File: config.mk
export PLATFORM = sky130hd
export DESIGN_NAME = touch_baseline_threshold_detect_core
export DESIGN_NICKNAME = d
export VERILOG_FILES = /design/src/rtl/tbtd_pkg.sv /design/src/rtl/tbtd_sermul.sv /design/src/rtl/tbtd_sercmp.sv /design/src/rtl/tbtd_serdiv.sv /design/src/rtl/touch_baseline_threshold_detect_core.sv
export SDC_FILE = /design/constraint.sdc
export NUM_CORES = 1
export LEC_CHECK = 0
export BUFFER_PORTS_ARGS = -buffer_cell sky130_fd_sc_hd__clkbuf_2
export CORE_ASPECT_RATIO = 1.25
export CORE_MARGIN = 2
export CORE_UTILIZATION = 40
export DETAILED_ROUTE_END_ITERATION = 10
export GPL_ROUTABILITY_DRIVEN = 0
export PLACE_DENSITY_LB_ADDON = 0.12
export SLEW_MARGIN = 5
export SYNTH_ARGS = -nofsm -noshare
export SYNTH_HDL_FRONTEND = slang
export SYNTH_SLANG_ARGS = --single-unit
File: constraint.sdc
create_clock -name clk -period 3.1 [get_ports clk]
set_input_delay 0.155 -clock clk [delete_from_list [all_inputs] [get_ports clk]]
set_output_delay 0.155 -clock clk [all_outputs]
set_load 0.02 [all_outputs]
File: src/rtl/tbtd_pkg.sv
`default_nettype none
// ----------------------------------------------------------------------------
// tbtd_pkg
// Shared types, widths and constants of the touch baseline/threshold block.
// ----------------------------------------------------------------------------
package tbtd_pkg;

	localparam int NUM_CHANNELS = 16;
	localparam int CH_W         = 4;
	localparam int CH_IDX_W     = (NUM_CHANNELS > 1) ? $clog2(NUM_CHANNELS) : 1;
	localparam int SAMPLE_W     = 16;
	localparam int ACC_W        = 24;
	localparam int BASE_W       = 16;
	localparam int CNT_W        = 8;
	localparam int MASK_W       = 16;

	localparam logic [MASK_W-1:0] MASK_RESET  = MASK_W'(16'h00F0);
	localparam logic [CNT_W-1:0]  SCANS_RESET = CNT_W'(50);

	// Touch window: baseline/10 < sample < baseline*6/10.
	localparam int KW = 4;
	localparam logic [KW-1:0] TOUCH_HI_NUM = KW'(6);
	localparam logic [KW-1:0] TOUCH_DEN    = KW'(10);

	// Serial constant multiply: carry and column sum stay below 8.
	localparam int SUM_W     = 3;
	localparam int CMP_W     = SAMPLE_W + KW + 1;
	localparam int CMP_CNT_W = $clog2(CMP_W);
	localparam int ACC_CNT_W = $clog2(ACC_W);

	// Register file.
	localparam int DATA_W    = 32;
	localparam int ADDR_W    = 3;
	localparam int REG_IDX_W = 1;
	localparam logic [REG_IDX_W-1:0] REG_ENABLE_MASK = 1'b0;
	localparam logic [REG_IDX_W-1:0] REG_CAL_SCANS   = 1'b1;

	typedef struct packed {
		logic [CH_W-1:0]     channel;
		logic [SAMPLE_W-1:0] sample;
	} tbtd_in_word_t;

	typedef struct packed {
		logic [CH_W-1:0]   out_channel;
		logic              touched;
		logic              calibrating;
		logic [BASE_W-1:0] baseline_out;
	} tbtd_out_word_t;

	typedef struct packed {
		logic busy;
		logic done;
	} tbtd_unit_sts_t;

	typedef enum logic [2:0] {
		ST_IDLE,
		ST_ADD,
		ST_DIV_GO,
		ST_DIV_WAIT,
		ST_CMP_GO,
		ST_CMP_WAIT,
		ST_WRITE
	} tbtd_state_t;

endpackage
`default_nettype wire

File: src/rtl/tbtd_sermul.sv
`default_nettype none
// ----------------------------------------------------------------------------
// tbtd_sermul
// LSB-first bit-serial multiplier of a sample by a small constant.
// ----------------------------------------------------------------------------
module tbtd_sermul (
	input  wire logic                         clk,
	input  wire logic                         load,
	input  wire logic                         step,
	input  wire logic [tbtd_pkg::SAMPLE_W-1:0] x,
	input  wire logic [tbtd_pkg::KW-1:0]       k,
	output logic                              x_bit,
	output logic                              prod_bit
);
	import tbtd_pkg::*;

	logic [SAMPLE_W-1:0] x_sr_q;
	logic [KW-2:0]       dly_q;
	logic [SUM_W-1:0]    carry_q;
	logic [SUM_W-1:0]    sum;
	logic [KW-1:0]       xb;

	// xb[j] is bit (i - j) of x at serial step i.
	always_comb begin
		xb[0] = x_sr_q[0];
		for (int j = 1; j < KW; j++) begin
			xb[j] = dly_q[j-1];
		end
		sum = carry_q;
		for (int j = 0; j < KW; j++) begin
			sum = sum + SUM_W'(k[j] & xb[j]);
		end
	end

	assign x_bit    = xb[0];
	assign prod_bit = sum[0];

	always_ff @(posedge clk) begin
		if (load) begin
			x_sr_q  <= x;
			dly_q   <= '0;
			carry_q <= '0;
		end else if (step) begin
			x_sr_q  <= x_sr_q >> 1;
			dly_q   <= {dly_q[KW-3:0], x_sr_q[0]};
			carry_q <= sum >> 1;
		end
	end

endmodule
`default_nettype wire

File: src/rtl/tbtd_sercmp.sv
`default_nettype none
// ----------------------------------------------------------------------------
// tbtd_sercmp
// Bit-serial touch window test of a sample against a baseline.
// ----------------------------------------------------------------------------
module tbtd_sercmp (
	input  wire logic                          clk,
	input  wire logic                          arst_n,
	input  wire logic                          start,
	input  wire logic [tbtd_pkg::SAMPLE_W-1:0] sample,
	input  wire logic [tbtd_pkg::BASE_W-1:0]   base,
	output tbtd_pkg::tbtd_unit_sts_t           status,
	output logic                               touched
);
	import tbtd_pkg::*;

	// sample < floor(6b/10)  <=>  10*(sample+1) <= 6b
	// sample > floor(b/10)   <=>  b < 10*sample
	logic                 busy_q;
	logic                 done_q;
	logic [CMP_CNT_W-1:0] cnt_q;
	logic [KW-1:0]        cst_sr_q;
	logic                 carry_a_q;
	logic                 le_q;
	logic                 lt_q;
	logic                 c_bit;
	logic                 b6_bit;
	logic                 d_bit;
	logic                 b_unused;
	logic [1:0]           a_sum;

	tbtd_sermul u_mul_smp (
		.clk      (clk),
		.load     (start),
		.step     (busy_q),
		.x        (sample),
		.k        (TOUCH_DEN),
		.x_bit    (b_unused),
		.prod_bit (c_bit)
	);

	tbtd_sermul u_mul_base (
		.clk      (clk),
		.load     (start),
		.step     (busy_q),
		.x        (SAMPLE_W'(base)),
		.k        (TOUCH_HI_NUM),
		.x_bit    (d_bit),
		.prod_bit (b6_bit)
	);

	assign a_sum = {1'b0, c_bit} + {1'b0, cst_sr_q[0]} + {1'b0, carry_a_q};

	always_ff @(posedge clk or negedge arst_n) begin
		if (!arst_n) begin
			busy_q <= 1'b0;
			done_q <= 1'b0;
			cnt_q  <= '0;
		end else begin
			done_q <= 1'b0;
			if (start) begin
				busy_q <= 1'b1;
				cnt_q  <= '0;
			end else if (busy_q) begin
				cnt_q <= cnt_q + CMP_CNT_W'(1);
				if (cnt_q == CMP_CNT_W'(CMP_W - 1)) begin
					busy_q <= 1'b0;
					done_q <= 1'b1;
				end
			end
		end
	end

	always_ff @(posedge clk) begin
		if (start) begin
			cst_sr_q  <= TOUCH_DEN;
			carry_a_q <= 1'b0;
			le_q      <= 1'b1;
			lt_q      <= 1'b0;
		end else if (busy_q) begin
			cst_sr_q  <= cst_sr_q >> 1;
			carry_a_q <= a_sum[1];
			if (a_sum[0] != b6_bit) begin
				le_q <= b6_bit;
			end
			if (d_bit != c_bit) begin
				lt_q <= c_bit;
			end
		end
	end

	assign status  = '{busy: busy_q, done: done_q};
	assign touched = le_q & lt_q & ~(b_unused & 1'b0);

endmodule
`default_nettype wire

File: src/rtl/tbtd_serdiv.sv
`default_nettype none
// ----------------------------------------------------------------------------
// tbtd_serdiv
// Restoring divider, one quotient bit per cycle, for the baseline average.
// ----------------------------------------------------------------------------
module tbtd_serdiv (
	input  wire logic                        clk,
	input  wire logic                        arst_n,
	input  wire logic                        start,
	input  wire logic [tbtd_pkg::ACC_W-1:0]  dividend,
	input  wire logic [tbtd_pkg::CNT_W-1:0]  divisor,
	output tbtd_pkg::tbtd_unit_sts_t         status,
	output logic [tbtd_pkg::BASE_W-1:0]      quotient
);
	import tbtd_pkg::*;

	logic                 busy_q;
	logic                 done_q;
	logic [ACC_CNT_W-1:0] cnt_q;
	logic [ACC_W-1:0]     work_q;
	logic [CNT_W-1:0]     rem_q;
	logic [CNT_W-1:0]     div_q;
	logic [CNT_W:0]       trial;
	logic [CNT_W:0]       diff;
	logic                 ge;

	// The dividend shifts out at the top while quotient bits enter below.
	assign trial = {rem_q, work_q[ACC_W-1]};
	assign diff  = trial - {1'b0, div_q};
	assign ge    = (trial >= {1'b0, div_q});

	always_ff @(posedge clk or negedge arst_n) begin
		if (!arst_n) begin
			busy_q <= 1'b0;
			done_q <= 1'b0;
			cnt_q  <= '0;
		end else begin
			done_q <= 1'b0;
			if (start) begin
				busy_q <= 1'b1;
				cnt_q  <= '0;
			end else if (busy_q) begin
				cnt_q <= cnt_q + ACC_CNT_W'(1);
				if (cnt_q == ACC_CNT_W'(ACC_W - 1)) begin
					busy_q <= 1'b0;
					done_q <= 1'b1;
				end
			end
		end
	end

	always_ff @(posedge clk) begin
		if (start) begin
			work_q <= dividend;
			rem_q  <= '0;
			div_q  <= divisor;
		end else if (busy_q) begin
			work_q <= {work_q[ACC_W-2:0], ge};
			rem_q  <= ge ? diff[CNT_W-1:0] : trial[CNT_W-1:0];
		end
	end

	assign status   = '{busy: busy_q, done: done_q};
	assign quotient = work_q[BASE_W-1:0];

endmodule
`default_nettype wire

File: src/rtl/touch_baseline_threshold_detect_core.sv
`default_nettype none
// ----------------------------------------------------------------------------
// touch_baseline_threshold_detect_core
// Per-channel baseline calibration and touch window detection.
// ----------------------------------------------------------------------------
// Each word on the sample channel carries one raw scan count and its channel
// number, and produces exactly one result word. The first calibration_scans
// samples of an enabled channel are summed into that channel's accumulator;
// the sample that completes the set fixes the baseline at the rounded-down
// average. Later samples are reported as touched when they lie strictly
// between baseline/10 and baseline*6/10. The block works on one word at a
// time and all arithmetic is bit-serial. A word for a disabled channel goes
// straight to the result register, an evaluated sample first passes the
// 21-bit serial window comparator, a calibration sample the 24-bit serial
// accumulate, and the sample that completes calibration the accumulate and
// then the 24-step serial divider. Each word then waits to be written while
// the result register still holds a stalled result. A new word is taken
// while a finished result still waits downstream. The enable mask lies at
// byte address 0 and the scan count at address 4. The user must write both
// only while the block is idle; the block itself does not enforce this.
// ----------------------------------------------------------------------------
module touch_baseline_threshold_detect_core (
	input  wire logic                          clk,
	input  wire logic                          arst_n,
	// Sample channel.
	input  wire logic                          sample_valid,
	output logic                               sample_stall,
	input  wire tbtd_pkg::tbtd_in_word_t       sample_word,
	// Result channel.
	output logic                               result_valid,
	input  wire logic                          result_stall,
	output tbtd_pkg::tbtd_out_word_t           result_word,
	// Register port.
	input  wire logic                          psel,
	input  wire logic                          penable,
	input  wire logic                          pwrite,
	input  wire logic [tbtd_pkg::ADDR_W-1:0]   paddr,
	input  wire logic [tbtd_pkg::DATA_W-1:0]   pwdata,
	output logic [tbtd_pkg::DATA_W-1:0]        prdata,
	output logic                               pready
);
	import tbtd_pkg::*;

	// Configuration registers.
	logic [MASK_W-1:0]    mask_q;
	logic [CNT_W-1:0]     scans_q;
	logic [REG_IDX_W-1:0] reg_idx;

	// Per-channel state.
	logic [ACC_W-1:0]  acc_mem_q  [NUM_CHANNELS];
	logic [BASE_W-1:0] base_mem_q [NUM_CHANNELS];
	logic [CNT_W-1:0]  cnt_mem_q  [NUM_CHANNELS];

	// Control.
	tbtd_state_t          state_q;
	tbtd_state_t          state_d;
	logic [ACC_CNT_W-1:0] bit_q;
	logic                 accept;
	logic                 out_free;
	logic                 commit;
	logic                 add_step;
	logic                 div_start;
	logic                 cmp_start;

	// Decision on the incoming word.
	logic [CH_IDX_W-1:0] in_idx;
	logic                in_range;
	logic                in_enabled;
	logic                in_calib;
	logic                in_eval;

	// Working registers of the current word.
	logic [CH_W-1:0]     ch_q;
	logic [SAMPLE_W-1:0] smp_q;
	logic [ACC_W-1:0]    acc_sr_q;
	logic [SAMPLE_W-1:0] add_sr_q;
	logic                carry_q;
	logic [BASE_W-1:0]   base_q;
	logic [CNT_W-1:0]    cnt_q;
	logic [CNT_W-1:0]    cnt_inc;
	logic                calib_q;
	logic                touched_q;
	logic [1:0]          add_sum;
	logic                last_bit;
	tbtd_out_word_t      result_q;
	logic                result_valid_q;

	// Arithmetic units.
	tbtd_unit_sts_t    div_sts;
	tbtd_unit_sts_t    cmp_sts;
	logic [BASE_W-1:0] div_quot;
	logic              cmp_touched;

	// ------------------------------------------------------------------
	// Register port. Only the word address bit selects a register, so
	// every write lands in one of the two.
	// ------------------------------------------------------------------
	assign reg_idx = paddr[ADDR_W-1:2];
	assign pready  = 1'b1;

	always_ff @(posedge clk or negedge arst_n) begin
		if (!arst_n) begin
			mask_q  <= MASK_RESET;
			scans_q <= SCANS_RESET;
		end else if (psel && penable && pwrite && pready) begin
			case (reg_idx)
				REG_ENABLE_MASK: mask_q  <= pwdata[MASK_W-1:0];
				REG_CAL_SCANS:   scans_q <= pwdata[CNT_W-1:0];
				default: ;
			endcase
		end
	end

	always_comb begin
		case (reg_idx)
			REG_ENABLE_MASK: prdata = DATA_W'(mask_q);
			REG_CAL_SCANS:   prdata = DATA_W'(scans_q);
			default:         prdata = '0;
		endcase
	end

	// ------------------------------------------------------------------
	// Classification of the incoming word. Channels beyond the channel
	// count behave as disabled and report a zero baseline.
	// ------------------------------------------------------------------
	assign in_idx     = sample_word.channel[CH_IDX_W-1:0];
	assign in_range   = ((CH_W+1)'(sample_word.channel) < (CH_W+1)'(NUM_CHANNELS));
	assign in_enabled = in_range && mask_q[sample_word.channel];
	assign in_calib   = in_enabled && (cnt_mem_q[in_idx] < scans_q);
	assign in_eval    = in_enabled && !in_calib;

	assign accept   = sample_valid && !sample_stall;
	assign out_free = !result_valid_q || !result_stall;
	assign cnt_inc  = cnt_q + CNT_W'(1);
	assign last_bit = (bit_q == ACC_CNT_W'(ACC_W - 1));

	// ------------------------------------------------------------------
	// Sequencer.
	// ------------------------------------------------------------------
	always_ff @(posedge clk or negedge arst_n) begin
		if (!arst_n) begin
			state_q <= ST_IDLE;
		end else begin
			state_q <= state_d;
		end
	end

	always_comb begin
		state_d = state_q;
		case (state_q)
			ST_IDLE: begin
				if (accept) begin
					if (in_calib) begin
						state_d = ST_ADD;
					end else if (in_eval) begin
						state_d = ST_CMP_GO;
					end else begin
						state_d = ST_WRITE;
					end
				end
			end
			ST_ADD: begin
				if (last_bit) begin
					state_d = (cnt_inc == scans_q) ? ST_DIV_GO : ST_WRITE;
				end
			end
			ST_DIV_GO:   state_d = ST_DIV_WAIT;
			ST_DIV_WAIT: begin
				if (div_sts.done) begin
					state_d = ST_WRITE;
				end
			end
			ST_CMP_GO:   state_d = ST_CMP_WAIT;
			ST_CMP_WAIT: begin
				if (cmp_sts.done) begin
					state_d = ST_WRITE;
				end
			end
			ST_WRITE: begin
				if (out_free) begin
					state_d = ST_IDLE;
				end
			end
			default: state_d = ST_IDLE;
		endcase
	end

	always_comb begin
		sample_stall = 1'b1;
		add_step     = 1'b0;
		div_start    = 1'b0;
		cmp_start    = 1'b0;
		commit       = 1'b0;
		case (state_q)
			ST_IDLE:   sample_stall = 1'b0;
			ST_ADD:    add_step     = 1'b1;
			ST_DIV_GO: div_start    = 1'b1;
			ST_CMP_GO: cmp_start    = 1'b1;
			ST_WRITE:  commit       = out_free;
			default: ;
		endcase
	end

	always_ff @(posedge clk or negedge arst_n) begin
		if (!arst_n) begin
			bit_q <= '0;
		end else if (accept) begin
			bit_q <= '0;
		end else if (add_step) begin
			bit_q <= bit_q + ACC_CNT_W'(1);
		end
	end

	// ------------------------------------------------------------------
	// Datapath. The accumulate runs LSB first: the accumulator rotates
	// through its shift register while the sample bits are added in.
	// ------------------------------------------------------------------
	assign add_sum = {1'b0, acc_sr_q[0]} + {1'b0, add_sr_q[0]} + {1'b0, carry_q};

	always_ff @(posedge clk) begin
		if (accept) begin
			ch_q      <= sample_word.channel;
			smp_q     <= sample_word.sample;
			add_sr_q  <= sample_word.sample;
			carry_q   <= 1'b0;
			acc_sr_q  <= in_range ? acc_mem_q[in_idx] : '0;
			base_q    <= in_range ? base_mem_q[in_idx] : '0;
			cnt_q     <= in_range ? cnt_mem_q[in_idx] : '0;
			calib_q   <= in_calib;
			touched_q <= 1'b0;
		end else if (add_step) begin
			acc_sr_q <= {add_sum[0], acc_sr_q[ACC_W-1:1]};
			add_sr_q <= add_sr_q >> 1;
			carry_q  <= add_sum[1];
		end else if (state_q == ST_DIV_WAIT && div_sts.done) begin
			base_q <= div_quot;
		end else if (state_q == ST_CMP_WAIT && cmp_sts.done) begin
			touched_q <= cmp_touched;
		end
	end

	// Channel state is zero after reset and updated when a calibration
	// word completes.
	always_ff @(posedge clk or negedge arst_n) begin
		if (!arst_n) begin
			for (int c = 0; c < NUM_CHANNELS; c++) begin
				acc_mem_q[c]  <= '0;
				base_mem_q[c] <= '0;
				cnt_mem_q[c]  <= '0;
			end
		end else if (commit && calib_q) begin
			acc_mem_q[ch_q[CH_IDX_W-1:0]]  <= acc_sr_q;
			base_mem_q[ch_q[CH_IDX_W-1:0]] <= base_q;
			cnt_mem_q[ch_q[CH_IDX_W-1:0]]  <= cnt_inc;
		end
	end

	tbtd_serdiv u_div (
		.clk      (clk),
		.arst_n   (arst_n),
		.start    (div_start),
		.dividend (acc_sr_q),
		.divisor  (scans_q),
		.status   (div_sts),
		.quotient (div_quot)
	);

	tbtd_sercmp u_cmp (
		.clk     (clk),
		.arst_n  (arst_n),
		.start   (cmp_start),
		.sample  (smp_q),
		.base    (base_q),
		.status  (cmp_sts),
		.touched (cmp_touched)
	);

	// ------------------------------------------------------------------
	// Result register.
	// ------------------------------------------------------------------
	always_ff @(posedge clk or negedge arst_n) begin
		if (!arst_n) begin
			result_valid_q <= 1'b0;
		end else if (commit) begin
			result_valid_q <= 1'b1;
		end else if (!result_stall) begin
			result_valid_q <= 1'b0;
		end
	end

	always_ff @(posedge clk) begin
		if (commit) begin
			result_q <= '{out_channel:  ch_q,
			              touched:      touched_q,
			              calibrating:  calib_q,
			              baseline_out: base_q};
		end
	end

	assign result_valid = result_valid_q;
	assign result_word  = result_q;

endmodule
`default_nettype wire

# Word level (Yosys, flattened, before mapping)
# Cells that the tools add are included.
totals:
  out_inout_bits: 57
  ff_bits: 1012
op_classes:
  bitwise_logic: 6
  reduce_logical: 25
  n_addsub: 13
  muxes: 69
  eq_ne: 19
  magnitude_cmp: 6
op_table:
  columns: ["operator", "n"]
  rows:
  - ["bitwise mux 384 bit", 1]
  - ["bitwise mux 256 bit", 1]
  - ["two-way mux 16 bit", 12]
  - ["two-way mux 24 bit", 7]
  - ["bitwise mux 128 bit", 1]
  - ["binary-select mux 24 bit (select 4 bit)", 1]
  - ["demux 24 bit (select 4 bit)", 1]
  - ["binary-select mux 16 bit (select 4 bit)", 1]
  - ["demux 16 bit (select 4 bit)", 1]
  - ["one-hot mux 32 bit (2 select lines)", 1]
  - ["binary-select mux 8 bit (select 4 bit)", 1]
  - ["demux 8 bit (select 4 bit)", 1]
  - ["two-way mux 8 bit", 4]
  - ["two-way mux 5 bit", 6]
  - ["two-way mux 3 bit", 7]
  - ["one-hot mux 3 bit (7 select lines)", 1]
  - ["two-way mux 1 bit", 20]
  - ["adder 5 x 1 -> 5 bit, second input constant", 3]
  - ["equality test 5 bit, second input constant", 3]
  - ["greater-or-equal comparator 5 bit, second input constant", 2]
  - ["NOT 4 -> 5 bit", 2]
  - ["AND reduction 2 bit", 5]
  - ["equality test 3 bit, second input constant", 3]
  - ["greater-or-equal comparator 9 x 8 -> 1 bit", 1]
  - ["other kinds (26)", 52]

# Logic depth before layout (Yosys ltp)
# Gate-level depths: netlist of run 1.
logic_depth:
  ltp_word: 12
  ltp_mapped: 13

# By module
# A second synthesis of run 1 with hierarchy kept.
hier_totals:
  cells_unflattened: 2927
  area_unflattened_um2: 45499.9
by_module_without_submodules:
  columns: ["module", "cells_each", "seq_area_each_um2", "area_per_inst_um2", "instances"]
  rows:
  - ["touch_baseline_threshold_detect_core", 2528, 23306.1, 40473.8, 1]
  - ["tbtd_serdiv", 213, 1296.2, 2483.6, 1]
  - ["tbtd_sermul", 61, 580.6, 949.7, 2]
  - ["tbtd_sercmp", 64, 315.3, 643.1, 1]

# Worst setup path before layout of run 1
# Ideal clock, no wire load.
synth_timing:
  kind: "input -> register"
  start: "input sample_word[16] (netlist bit)"
  end: "register state_q[2]"
  setup_time_ns: 0.141
  cell_stages: 13
  t_required_ns: 2.959
  slack_ns: -0.738
  path_buffers: 4
  arrival_time_ns: 3.697
  path_cell_list: "clkbuf_1 > buf_2 > buf_2 > buf_2 > mux4_2 > mux4_2 > ha_1 > a21o_1 > a21o_1 > a221o_1 > a2111oi_0 > a2bb2oi_1 > a41oi_1"
synth_via:
  elab_chain_cells: 9
  elab_cells_between_ends: 11
  cone_classes: "order compare (1); mux (8); bitwise (1); reduce/logical (1)"
synth_rtl:
  columns: ["item", "line_no", "source"]
  rows:
  - ["start, declared", "touch_baseline_threshold_detect_core.sv:28", "input wire tbtd_pkg::tbtd_in_word_t sample_word,"]
  - ["NOT 4 -> 5 bit (implied by the code)", "touch_baseline_threshold_detect_core.sv:129", "assign in_calib = in_enabled && (cnt_mem_q[in_idx] < scans_q);"]
  - ["binary-select mux 8 bit (select 4 bit)", "touch_baseline_threshold_detect_core.sv:129", null]
  - ["two-way mux 8 bit (implied by the code) (2 in series)", "touch_baseline_threshold_detect_core.sv:129", null]
  - ["less-than comparator 8 bit", "touch_baseline_threshold_detect_core.sv:129", null]
  - ["logical AND 1 bit *", "touch_baseline_threshold_detect_core.sv:129", null]
  - ["two-way mux 3 bit *", "touch_baseline_threshold_detect_core.sv:153", "if (in_calib) begin"]
  - ["two-way mux 3 bit *", "touch_baseline_threshold_detect_core.sv:152", "if (accept) begin"]
  - ["one-hot mux 3 bit (7 select lines) *", "touch_baseline_threshold_detect_core.sv:150", "case (state_q)"]
  - ["end signal, assigned", "touch_baseline_threshold_detect_core.sv:144", "state_q <= state_d;"]
  - ["end, declared", "touch_baseline_threshold_detect_core.sv:55", "tbtd_state_t state_q;"]
# Mark *: on every way between the ends. The rest lies on a longest branch, timed or not. The select of a mux whose other input is x is not followed.
# A chain may end at the register's enable or synchronous reset.

# Worst setup path after layout of run 1
layout_timing:
  start: "register cnt_mem_q[93] (netlist bit)"
  end: "register state_q[2]"
layout_via:
  elab_chain_cells: 8
layout_rtl:
  columns: ["item", "line_no", "source"]
  rows:
  - ["start, declared", "touch_baseline_threshold_detect_core.sv:52", "logic [CNT_W-1:0] cnt_mem_q [NUM_CHANNELS];"]
  - ["start signal, assigned by index", "touch_baseline_threshold_detect_core.sv:254", "cnt_mem_q[ch_q[CH_IDX_W-1:0]] <= cnt_inc;"]
  - ["binary-select mux 8 bit (select 4 bit)", "touch_baseline_threshold_detect_core.sv:129", null]
  - ["two-way mux 8 bit (implied by the code) (2 in series)", "touch_baseline_threshold_detect_core.sv:129", null]
  - ["less-than comparator 8 bit", "touch_baseline_threshold_detect_core.sv:129", null]
  - ["logical AND 1 bit", "touch_baseline_threshold_detect_core.sv:129", null]
  - ["two-way mux 3 bit", "touch_baseline_threshold_detect_core.sv:153", null]
  - ["two-way mux 3 bit", "touch_baseline_threshold_detect_core.sv:152", null]
  - ["one-hot mux 3 bit (7 select lines)", "touch_baseline_threshold_detect_core.sv:150", null]
# No other way between the ends. The select of a mux whose other input is x is not followed.

==> summary.md, run 1 <==
| Metric | Value |
|---|---|
| Critical Path Sink Type | `register` |
| Final wirelength | `117000 um` |
| Pin count of the biggest net entering global routing | `104` |
| CP Max Fanout | `2` |
| Top-area cell type share of the netlist area | `44.7%` |
| Sw frac | `25.3%` |
| Setup violation total in the final timing report | `0` |
| Cell variety after synth | `63` |
| Post-synthesis cell area | `45200 um2` |
| First-pass GRT wire length | `181000 um` |
| Post-Synthesis Cells | `2962` |
| Status | `complete, no violations` |
| TritonCTS clock tree | `done` |
| Clock group share of total power | `40.2%` |
| Sequential area share after synthesis | `57.6%` |
| Routed Antenna Nets | `0` |
| IO Pins | `119` |
| Post-layout min period | `3.00 ns` |
| Row count | `137` |
| Hpwl dp | `66800 um` |
| Setup crit start | `cnt_mem_q[93]$_DFFE_PN0P_` |
| Min-delay worst type | `in -> async` |
| Die ar. | `116000 um2` |
| Logic pwr share | `11.3%` |
| Core box area | `112000 um2` |
| Main synth FF type | `dfrtp_1` |
| DR WL/cell | `25.3 um` |
| Peak VDD IR | `0.000456 V` |
| Reg2Reg Launch Point | `cnt_mem_q[93]$_DFFE_PN0P_` |
| WP data required | `3.65 ns` |
| Fmax | `333 MHz` |
| TritonCTS Buffers | `104` |
| Max-slew violations | `0` |
| Worst Skew | `0.0294 ns` |
| Die Wd | `305 um` |
| H-tree depth | `3` |
| Share of flip-flops with an asynchronous set or reset | `80.5%` |
| Initial DRT Pass Iterations | `5` |
| Internal power | `23400 uW` |
| Setup tns final | `0 ns` |
| RSZ-0062 raised after global routing | `false` |
| Most common cell in the netlist | `dfrtp_1` |
| Cell area after placement | `47900 um2` |
| Hold_ws | `0.0517 ns` |
| Slew margin rel. | `38.7%` |
| Wire length on met2 | `58200 um` |
| M1 WL | `52000 um` |
| Tcrit/Tclk final | `96.8%` |
| Commonest cells post-synth | `dfrtp_1 (808), mux2_2 (665), mux4_2 (243)` |
| Worst-Margin Slew | `0.915 ns` |
| Max Root-Sink Buffers | `3` |
| Crit path max-delay cell type | `mux4_2` |
| Leak Pwr | `0.0238 uW` |
| CP Launch Type | `register` |
| End of the worst register-to-register path | `state_q[2]$_DFFE_PN0P_` |
| # nets final | `3177` |
| Flop pwr share | `48.5%` |
| Top routing layer in use | `met4` |
| WP data arrival | `3.55 ns` |
| Iter 0 DRT Violations | `1561` |
| Power per standard cell area | `604 nW/um2` |
| Max stage delay on crit path | `0.53 ns` |
| Vias in the first global route | `28.2k` |
| Layout cells sized above 1 | `43.9%` |
| Crit Path Category | `reg -> reg` |
| DR vias | `25.6k` |
| N_diodes | `0` |
| Clock-pin slew on the worst setup and hold paths | `0.06 ns` |
| Number of synthesized register bits | `1012` |
| Avg Vias per Cell | `5.53` |
| Tot GR Track Use | `20.6%` |
| Residual DRC count | `0` |
| Max-Cap Viols | `0` |
| Synth Area per Inst | `15.3 um2` |
| Initial Utilization | `40.4%` |
| R2R setup slack | `0.1 ns` |
| EDFF count, synth | `171` |
| Dominant cell type by area after synthesis | `dfrtp_1` |
| DIE HEIGHT | `380 um` |
| Critical-path cell list | `mux4_2 > mux4_2 > ha_4 > a21o_1 > a21o_1 > a221o_1 > a2111oi_4 > a2bb2oi_2 > a41oi_1` |
| Clk sinks | `1012` |
| Switching pwr | `7930 uW` |
| Met3 routed WL | `4000 um` |
| Total number of yosys warnings | `0` |
| Antenna violations before repair | `0` |
| Worst R2R Path Depth | `9` |
| Design area | `51800 um2` |
| Worst-skew pair later-pin latency | `0.71 ns` |
| CTS root buffer | `clkbuf_16` |
| Worst Setup EP | `state_q[2]$_DFFE_PN0P_` |
| Synth area leaders | `dfrtp_1 (45%), mux2_2 (17%), mux4_2 (12%)` |
| Final Hold Fails | `0` |
| Port Buffers | `83` |
| Area grow syn2layout | `14.7%` |
| Remaining Overflow, GRT | `0` |
==> metal layers <==
| layer | up-vias | global-route usage [%] |
|---|---|---|
| met5 | - | 0 |
| met4 | 0 | 6.22 |
| met3 | 166 | 2.37 |
| met2 | 474 | 34.7 |
| met1 | 13900 | 28.0 |
| li1 | 11100 | - |
==> logic make-up after synthesis <==
| family | count (synthesis) | synth area share (%) |
|---|---|---|
| AND/OR/NAND/NOR | 427 | 4.14 |
| XOR/XNOR | 26 | 0.504 |
| adder cells (fa/ha/maj) | 27 | 0.830 |
| multiplexers | 1011 | 31.8 |
| buffers and inverters | 275 | 2.81 |
| flip-flops | 1012 | 57.6 |
| other | 2 | 0.0166 |
| AO/OA/AOI/OAI | 182 | 2.28 |
==> power groups by stage <==
stage	Clock (uW)	Sequential [uW]	Combinational [uW]
floorplan	0	15200	2390
global placement	0	15400	3420
detailed placement	0	15400	3540
CTS	13000	15200	3610
global route	13500	15300	3960
finish	12600	15200	3530
==> how the worst min path moves through the flow <==
stage | to | slack (ns) | startpoint
2_1_floorplan | acc_mem_q[0]$_DFFE_PN0P_ | -0.14 | arst_n
3_3_place_gp | base_mem_q[56]$_DFFE_PN0P_ | 0.18 | arst_n
3_5_place_dp | base_mem_q[56]$_DFFE_PN0P_ | 0.19 | arst_n
4_1_cts | base_mem_q[184]$_DFFE_PN0P_ | 0.02 | arst_n
5_1_grt | base_mem_q[184]$_DFFE_PN0P_ | 0.09 | arst_n
6_report | base_mem_q[184]$_DFFE_PN0P_ | 0.05 | arst_n
==> registers in the layout, indices dropped and copies added (netlist names), 5 cells and up <==
name / count
u_cmp.u_mul_smp.x_sr_q: 16
add_sr_q: 16
u_div.div_q: 8
cnt_mem_q: 128
result_word: 22
smp_q: 16
u_cmp.cnt_q: 5
base_q: 16
acc_sr_q: 24
base_mem_q: 256
scans_q: 8
u_div.rem_q: 8
u_div.cnt_q: 5
u_cmp.u_mul_base.x_sr_q: 16
bit_q: 5
acc_mem_q: 384
cnt_q: 8
mask_q: 16
u_div.work_q: 24
==> cell type report <==
class                           instances  area [um2]
Multi-Input combinational cell       1690       18100
Sequential cell                      1012       26100
Clock inverter                         49         423
Tap cell                             1459        1830
Timing Repair Buffer                  248        2270
Fill cell                            9719       60100
Clock buffer                          147        3030
Inverter                               32         123
==> metrics by stage <==
stage / setup slack (ns) / cells / total power [uW] / util, %
global route: 0.00421 / 4637 / 32800 / 46.3
detailed placement: -0.365 / 4403 / 19000 / 42.8
floorplan: -0.286 / 2977 / 17600 / -
global placement: -0.283 / 4403 / 18800 / 42.8
CTS: 0.0411 / 4637 / 31800 / 46.3
finish: 0.0995 / 4637 / 31300 / 46.3
==> worst max-delay path, delay by kind of cell (launching register included) <==
| kind | cells | cell delay, ns |
|---|---|---|
| fa+ha+maj | 1 | 0.24 |
| flops | 1 | 0.38 |
| compound gates | 6 | 1.23 |
| mux | 2 | 1.00 |
==> placed cells by master, fill, tap and decap left out, types with 72 or more instances in the layout <==
| cell | Yosys | final |
|---|---|---|
| mux2_4 | 72 | 72 |
| clkbuf_2 | 0 | 79 |
| mux2_2 | 665 | 665 |
| mux4_2 | 243 | 243 |
| a21oi_1 | 86 | 84 |
| edfxtp_1 | 171 | 171 |
| dfrtp_1 | 808 | 808 |
| nor2_1 | 118 | 114 |
| buf_4 | 18 | 90 |
| nand2_1 | 234 | 234 |
| clkbuf_16 | 0 | 108 |
==> repair_timing <==
item,4_1_cts,5_1_grt
resized for setup,4,4
pin swaps,2,0
buffers inserted,1,0
hold endpoints to repair,464,0
hold buffers,37,0
setup endpoints to repair,1,3
(Power assumes the default switching activity.)
==> inputs of run 2 (changes only) <==
Clock period 3.1 ns to 3.85 ns, I/O delays scaled along.
==> run 2 against run 1 <==
Count of clock-buffer cells in the layout up 7. Design area down 0.84%. Core utilization down 0.39 points. Critical path depth up 2. Critical path type is now in -> reg. Largest power group unchanged. Highest routed layer unchanged.
==> summary.md, run 2 (synthesis gave the netlist of run 1 again) <==
| Metric | Value |
|---|---|
| Tcrit/Tclk final | `88.2%` |
| Initial DRT Pass Iterations | `6` |
| Worst-Margin Slew | `1.12 ns` |
| Pin count of the biggest net entering global routing | `105` |
| WP data arrival | `3.95 ns` |
| Top Registers | `acc_mem_q: 384 flops, base_mem_q: 256 flops, cnt_mem_q: 128 flops` |
| Fmax | `294 MHz` |
| Filler Cell Count | `9671` |
| First-pass GRT wire length | `178000 um` |
| Largest register FFs | `384` |
| WP data required | `4.40 ns` |
| Row count | `137` |
| CP bufs+invs | `2` |
| Min-delay worst type | `in -> async` |
| Area occupied by multi-input gates | `18000 um2` |
| # nets final | `3137` |
| Residual DRC count | `0` |
| Leak Pwr | `0.0236 uW` |
| Vias in the first global route | `27.9k` |
| Power per standard cell area | `492 nW/um2` |
| TritonCTS Buffers | `104` |
| Setup tns final | `0 ns` |
| Met2 usage | `35.7%` |
| Max stage delay on crit path | `0.60 ns` |
| CTS root buffer | `clkbuf_16` |
| CP Max Fanout | `26` |
| Design Power | `25300 uW` |
| Critical-path cell list | `dlygate4sd3_1 > buf_8 > mux4_2 > mux4_2 > ha_1 > a21o_1 > a21o_1 > a221o_1 > a2111oi_0 > a2bb2oi_1 > a41oi_1` |
| Max-slew violations | `0` |
| Post-layout min period | `3.40 ns` |
| Hpwl dp | `65100 um` |
| Final Hold Fails | `0` |
| Avg Vias per Cell | `5.55` |
| Crit path max-delay cell type | `dlygate4sd3_1` |
| Remaining Overflow, GRT | `0` |
| Layout cells sized above 1 | `42.7%` |
| Die Wd | `305 um` |
| Post-Route Utilization | `45.9%` |
| Iter 0 DRT Violations | `1574` |
| Area grow syn2layout | `13.7%` |
| Met1 Use GR | `26.5%` |
| Post-CTS setup buffer count | `0` |
| Top reg by flops | `acc_mem_q` |
| H-tree depth | `3` |
| Met3 usage in global routing | `2.20%` |
| Die ar. | `116000 um2` |
| Commonest cells after routing, fill and taps aside | `dfrtp_1 (808), mux2_2 (665), mux4_2 (243)` |
| DR vias | `25.5k` |
| Register area | `26100 um2` |
| Final wirelength | `117000 um` |
| DR WL/cell | `25.4 um` |
| TritonCTS clock tree | `done` |
| Worst-skew pair later-pin latency | `0.69 ns` |
| Routed Antenna Nets | `0` |
| Critical Path Sink Type | `register` |
| Max Root-Sink Buffers | `3` |
| Peak VDD IR | `0.000366 V` |
| RSZ-0062 raised after global routing | `false` |
| Most common cell after layout, fill and taps aside | `dfrtp_1` |
| Max-Cap Viols | `0` |
| Clock-pin slew on the worst setup and hold paths | `0.06 ns` |
| Worst path top cell family by delay | `compound AO/OA/AOI/OAI gates` |
| Clk sinks | `1012` |
| IO Pins | `119` |
| Slew margin rel. | `25.1%` |
| Worst Skew | `0.0243 ns` |
| Tot GR Track Use | `20.3%` |
| CP Launch Type | `input port` |
| DIE HEIGHT | `380 um` |
| Initial Utilization | `40.4%` |
| N_diodes | `0` |
| Setup violation total in the final timing report | `0` |
| Crit Path Category | `in -> reg` |
| Antenna violations before repair | `0` |
| GRT busiest layer | `met2` |
| Port Buffers | `83` |
| Status | `complete, no violations` |
| Core box area | `112000 um2` |
-- run 2: cell count changes in the layout (fill, tap and decap cells not counted), moves of 3 or more --
cell,before,now
buf_12,39,33
buf_4,90,56
bufinv_16,5,9
clkbuf_1,21,30
clkinv_2,20,14
clkinvlp_4,5,2
-- run 2: worst paths after layout --
check	start	to	slack, ns	cells after the start
worst max-delay path	sample_word[16]	state_q[2]$_DFFE_PN0P_	0.45	11
worst min-delay path	arst_n	base_mem_q[134]$_DFFE_PN0P_	0.18	2
worst max register to register	cnt_mem_q[13]$_DFFE_PN0P_	state_q[2]$_DFFE_PN0P_	0.60	9
worst min register to register	touched_q$_SDFFE_PP0P_	result_word[17]$_DFFE_PP_	0.43	0
max in group asynchronous	arst_n	acc_mem_q[259]$_DFFE_PN0P_	2.45	3
min in group clk	sample_word[18]	cnt_q[6]$_DFFE_PP_	0.20	2
-- run 2: area by class of cell --
cell class / count / share of cell area, %
Clock buffer: 154 / 5.88
Clock inverter: 39 / 0.833
Inverter: 32 / 0.239
Multi-Input combinational cell: 1690 / 35.1
Sequential cell: 1012 / 50.7
Tap cell: 1459 / 3.55
Timing Repair Buffer: 208 / 3.68
-- run 2: per-stage QoR --
stage                     instances  setup WS, ns  hold WS [ns]  cell area [um2]
after floorplan                2977        0.0685        -0.103            45300
after global placement         4364         0.384         0.357            47600
after detailed placement       4364         0.369         0.350            47600
after CTS                      4594         0.467         0.163            51400
after global routing           4594         0.251         0.203            51400
final                          4594         0.454         0.180            51400
-- run 2: report_power, final --
group / switching [uW] / total [uW] / internal [uW]
Combinational: 1560 / 2740 / 1180
Clock: 4270 / 10300 / 6020
Sequential: 494 / 12300 / 11800
Total: 6320 / 25300 / 19000
-- run 2: per-layer routing --
layer	routed length (um)	part of all wire [%]
met2	60300	52
met5	0	0
met4	2780	2.4
met3	3550	3.0
met1	50000	43
-- run 2: what timing repair did --
action / in CTS / in global routing
hold buffers: 37 / 0
endpoints found under the hold margin: 150 / 0
resized for setup: 0 / 0
==> inputs of run 3 (changes only) <==
Settings changed: ABC_AREA from default to 1, CTS_CLUSTER_SIZE from default to 10, SLEW_MARGIN 5 to 20.
==> run 3 against run 2 <==
Clock skew up 0.0049 ns. Synthesized area down 2.0%. Clock power about the same. Design area down 3.9%. Worst hold slack worse by 0.11 ns. Non-clock buffer count down 12. Largest power group unchanged. Highest routed layer unchanged.
==> summary.md, run 3 <==
| Metric | Value |
|---|---|
| Worst-skew pair later-pin latency | `0.72 ns` |
| Port Buffers | `83` |
| Most common cell after layout, fill and taps aside | `o21ai_0` |
| Area grow syn2layout | `11.4%` |
| Flop pwr share | `49.5%` |
| Initial Utilization | `40.3%` |
| Post-synthesis cell area | `44300 um2` |
| Synth area leaders | `dfrtp_1 (46%), o21ai_0 (13%), edfxtp_1 (12%)` |
| Avg Vias per Cell | `5.45` |
| Pin count of the biggest net entering global routing | `183` |
| Clk sinks | `1012` |
| RSZ-0062 raised after global routing | `false` |
| Tot GR Track Use | `23.6%` |
| Crit Path Category | `reg -> reg` |
| Register area | `26100 um2` |
| DIE HEIGHT | `376 um` |
| Routed Antenna Nets | `0` |
| Peak VDD IR | `0.000373 V` |
| Clock group share of total power | `45.0%` |
| Remaining Overflow, GRT | `0` |
| Core box area | `110000 um2` |
| TritonCTS clock tree | `done` |
| Clock-pin slew on the worst setup and hold paths | `0.06 ns` |
| Setup violation total in the final timing report | `0` |
| Post-layout min period | `2.82 ns` |
| Worst-Margin Slew | `1.03 ns` |
| N_diodes | `0` |
| Status | `complete, no violations` |
| Top Registers | `acc_mem_q: 384 flops, base_mem_q: 256 flops, cnt_mem_q: 128 flops` |
| Sequential area share after synthesis | `58.8%` |
| WP data arrival | `3.39 ns` |
| Commonest cells after routing, fill and taps aside | `o21ai_0 (1166), nand2_1 (1074), dfrtp_1 (808)` |
| Min-delay worst type | `in -> async` |
| Die Wd | `302 um` |
| Commonest cells post-synth | `o21ai_0 (1166), nand2_1 (1083), dfrtp_1 (808)` |
| Vias in the first global route | `33.6k` |
| Synth Area per Inst | `9.01 um2` |
| DR WL/cell | `21.0 um` |
| Top reg by flops | `acc_mem_q` |
| Main synth FF type | `dfrtp_1` |
| Share of flip-flops with an asynchronous set or reset | `80.5%` |
| CTS root buffer | `clkbuf_16` |
| H-tree depth | `3` |
| Layout cells sized above 1 | `6.69%` |
| TritonCTS Buffers | `114` |
| Largest register FFs | `384` |
| Dominant cell type by area after synthesis | `dfrtp_1` |
| Logic pwr share | `5.5%` |
| Most common cell in the netlist | `o21ai_0` |
| Antenna violations before repair | `1` |
| WP data required | `4.42 ns` |
| Setup tns final | `0 ns` |
| Power per standard cell area | `449 nW/um2` |
| Post-CTS setup buffer count | `0` |
| Cell variety after synth | `47` |
| Cell area after placement | `45700 um2` |
| Row count | `136` |
| Post-Route Utilization | `44.9%` |
| Internal power | `16900 uW` |
| Sw frac | `23.8%` |
| CP Launch Type | `register` |
| IO Pins | `119` |
| Iter 0 DRT Violations | `2918` |
| Critical Path Sink Type | `register` |
| CP Max Fanout | `40` |
| Top-area cell type share of the netlist area | `45.6%` |
| Total number of yosys warnings | `0` |
| Slew margin rel. | `31.1%` |
| Filler Cell Count | `10.9k` |
| Number of synthesized register bits | `1012` |
| Leak Pwr | `0.0214 uW` |
| Hpwl dp | `69900 um` |
| Fmax | `354 MHz` |
| Max-slew violations | `0` |
| Final Hold Fails | `0` |
| Max Root-Sink Buffers | `3` |
| Area occupied by multi-input gates | `15800 um2` |
| DR vias | `34.6k` |
| Worst Skew | `0.0292 ns` |
| Residual DRC count | `0` |
| First-pass GRT wire length | `207000 um` |
| EDFF count, synth | `171` |
| Initial DRT Pass Iterations | `5` |
| Switching pwr | `5280 uW` |
| Post-Synthesis Cells | `4918` |
| Die ar. | `113000 um2` |
| Final wirelength | `133000 um` |
| Max-Cap Viols | `0` |
| Tcrit/Tclk final | `73.3%` |
| Design area | `49400 um2` |
| # nets final | `4909` |
run 3: cells by family (layout without fill, tap and decap cells):
group / after synthesis / count (layout) / share of synthesized area (%)
fa+ha+maj: 27 / 27 / 0.847
buf+inv: 605 / 576 / 5.83
flops: 1012 / 1012 / 58.8
other cells: 2 / 17 / 0.0169
compound gates: 1598 / 1598 / 19.7
xor+xnor: 12 / 12 / 0.237
simple gates: 1662 / 1662 / 14.6
run 3: critical path, cell delays in order (launching register included):
cell     delay, ns
dfrtp_1       0.50
inv_2         0.09
nor3_2        0.18
inv_1         0.10
nor2_4        0.12
nand2_4       0.12
nor3_4        0.36
nand2_4       0.46
buf_4         0.48
nand2_1       0.12
o21ai_0       0.08
run 3: final cells by class:
| type | count | area share (%) |
|---|---|---|
| Clock buffer | 195 | 6.52 |
| Clock inverter | 5 | 0.147 |
| Inverter | 180 | 1.44 |
| Multi-Input combinational cell | 3316 | 32.1 |
| Sequential cell | 1012 | 52.8 |
| Tap cell | 1449 | 3.67 |
| Timing Repair Buffer | 196 | 3.34 |
run 3: timing repair:
action / in CTS / in global routing
setup endpoints to repair: 0 / 0
hold buffers: 37 / 0
gates resized for setup: 0 / 0
hold endpoints to repair: 351 / 0
run 3: layer usage:
layer / vias to the layer above / track usage [%] / share of wire, %
li1: 16500 / - / -
met1: 17100 / 32.8 / 45
met2: 825 / 38.8 / 47
met3: 205 / 2.62 / 4.7
met4: 0 / 7.27 / 2.4
met5: - / 0 / 0
run 3: power groups by stage:
stage / registers [uW] / clock network (uW) / logic, uW
final: 11000 / 9990 / 1210
after global routing: 11000 / 10700 / 1350
after CTS: 11000 / 10200 / 1230
after detailed placement: 11200 / 0 / 1190
after global placement: 11200 / 0 / 1190
after floorplan: 11200 / 0 / 676
run 3: worst paths after layout:
path | from | end | slack (ns) | cells past startpoint
max in group asynchronous | arst_n | u_div.cnt_q[4]$_DFFE_PN0P_ | 2.71 | 3
min in group clk | sample_word[7] | smp_q[7]$_DFFE_PP_ | 0.22 | 2
hold / removal | arst_n | acc_mem_q[182]$_DFFE_PN0P_ | 0.07 | 2
setup / recovery | state_q[2]$_DFFE_PN0P_ | acc_mem_q[84]$_DFFE_PN0P_ | 1.03 | 10
setup reg to reg | state_q[2]$_DFFE_PN0P_ | acc_mem_q[84]$_DFFE_PN0P_ | 1.03 | 10
hold reg to reg | touched_q$_SDFFE_PP0P_ | result_word[17]$_DFFE_PP_ | 0.43 | 0
run 3: metrics by stage:
stage          power (uW)  setup slack [ns]  hold WS (ns)  std cells
2_1_floorplan       11800              1.31        -0.103       4933
3_3_place_gp        12400             0.925         0.235       6116
3_5_place_dp        12400             0.945         0.230       6116
4_1_cts             22400              1.04        0.0435       6353
5_1_grt             23000             0.772         0.104       6353
6_report            22200              1.03        0.0744       6353
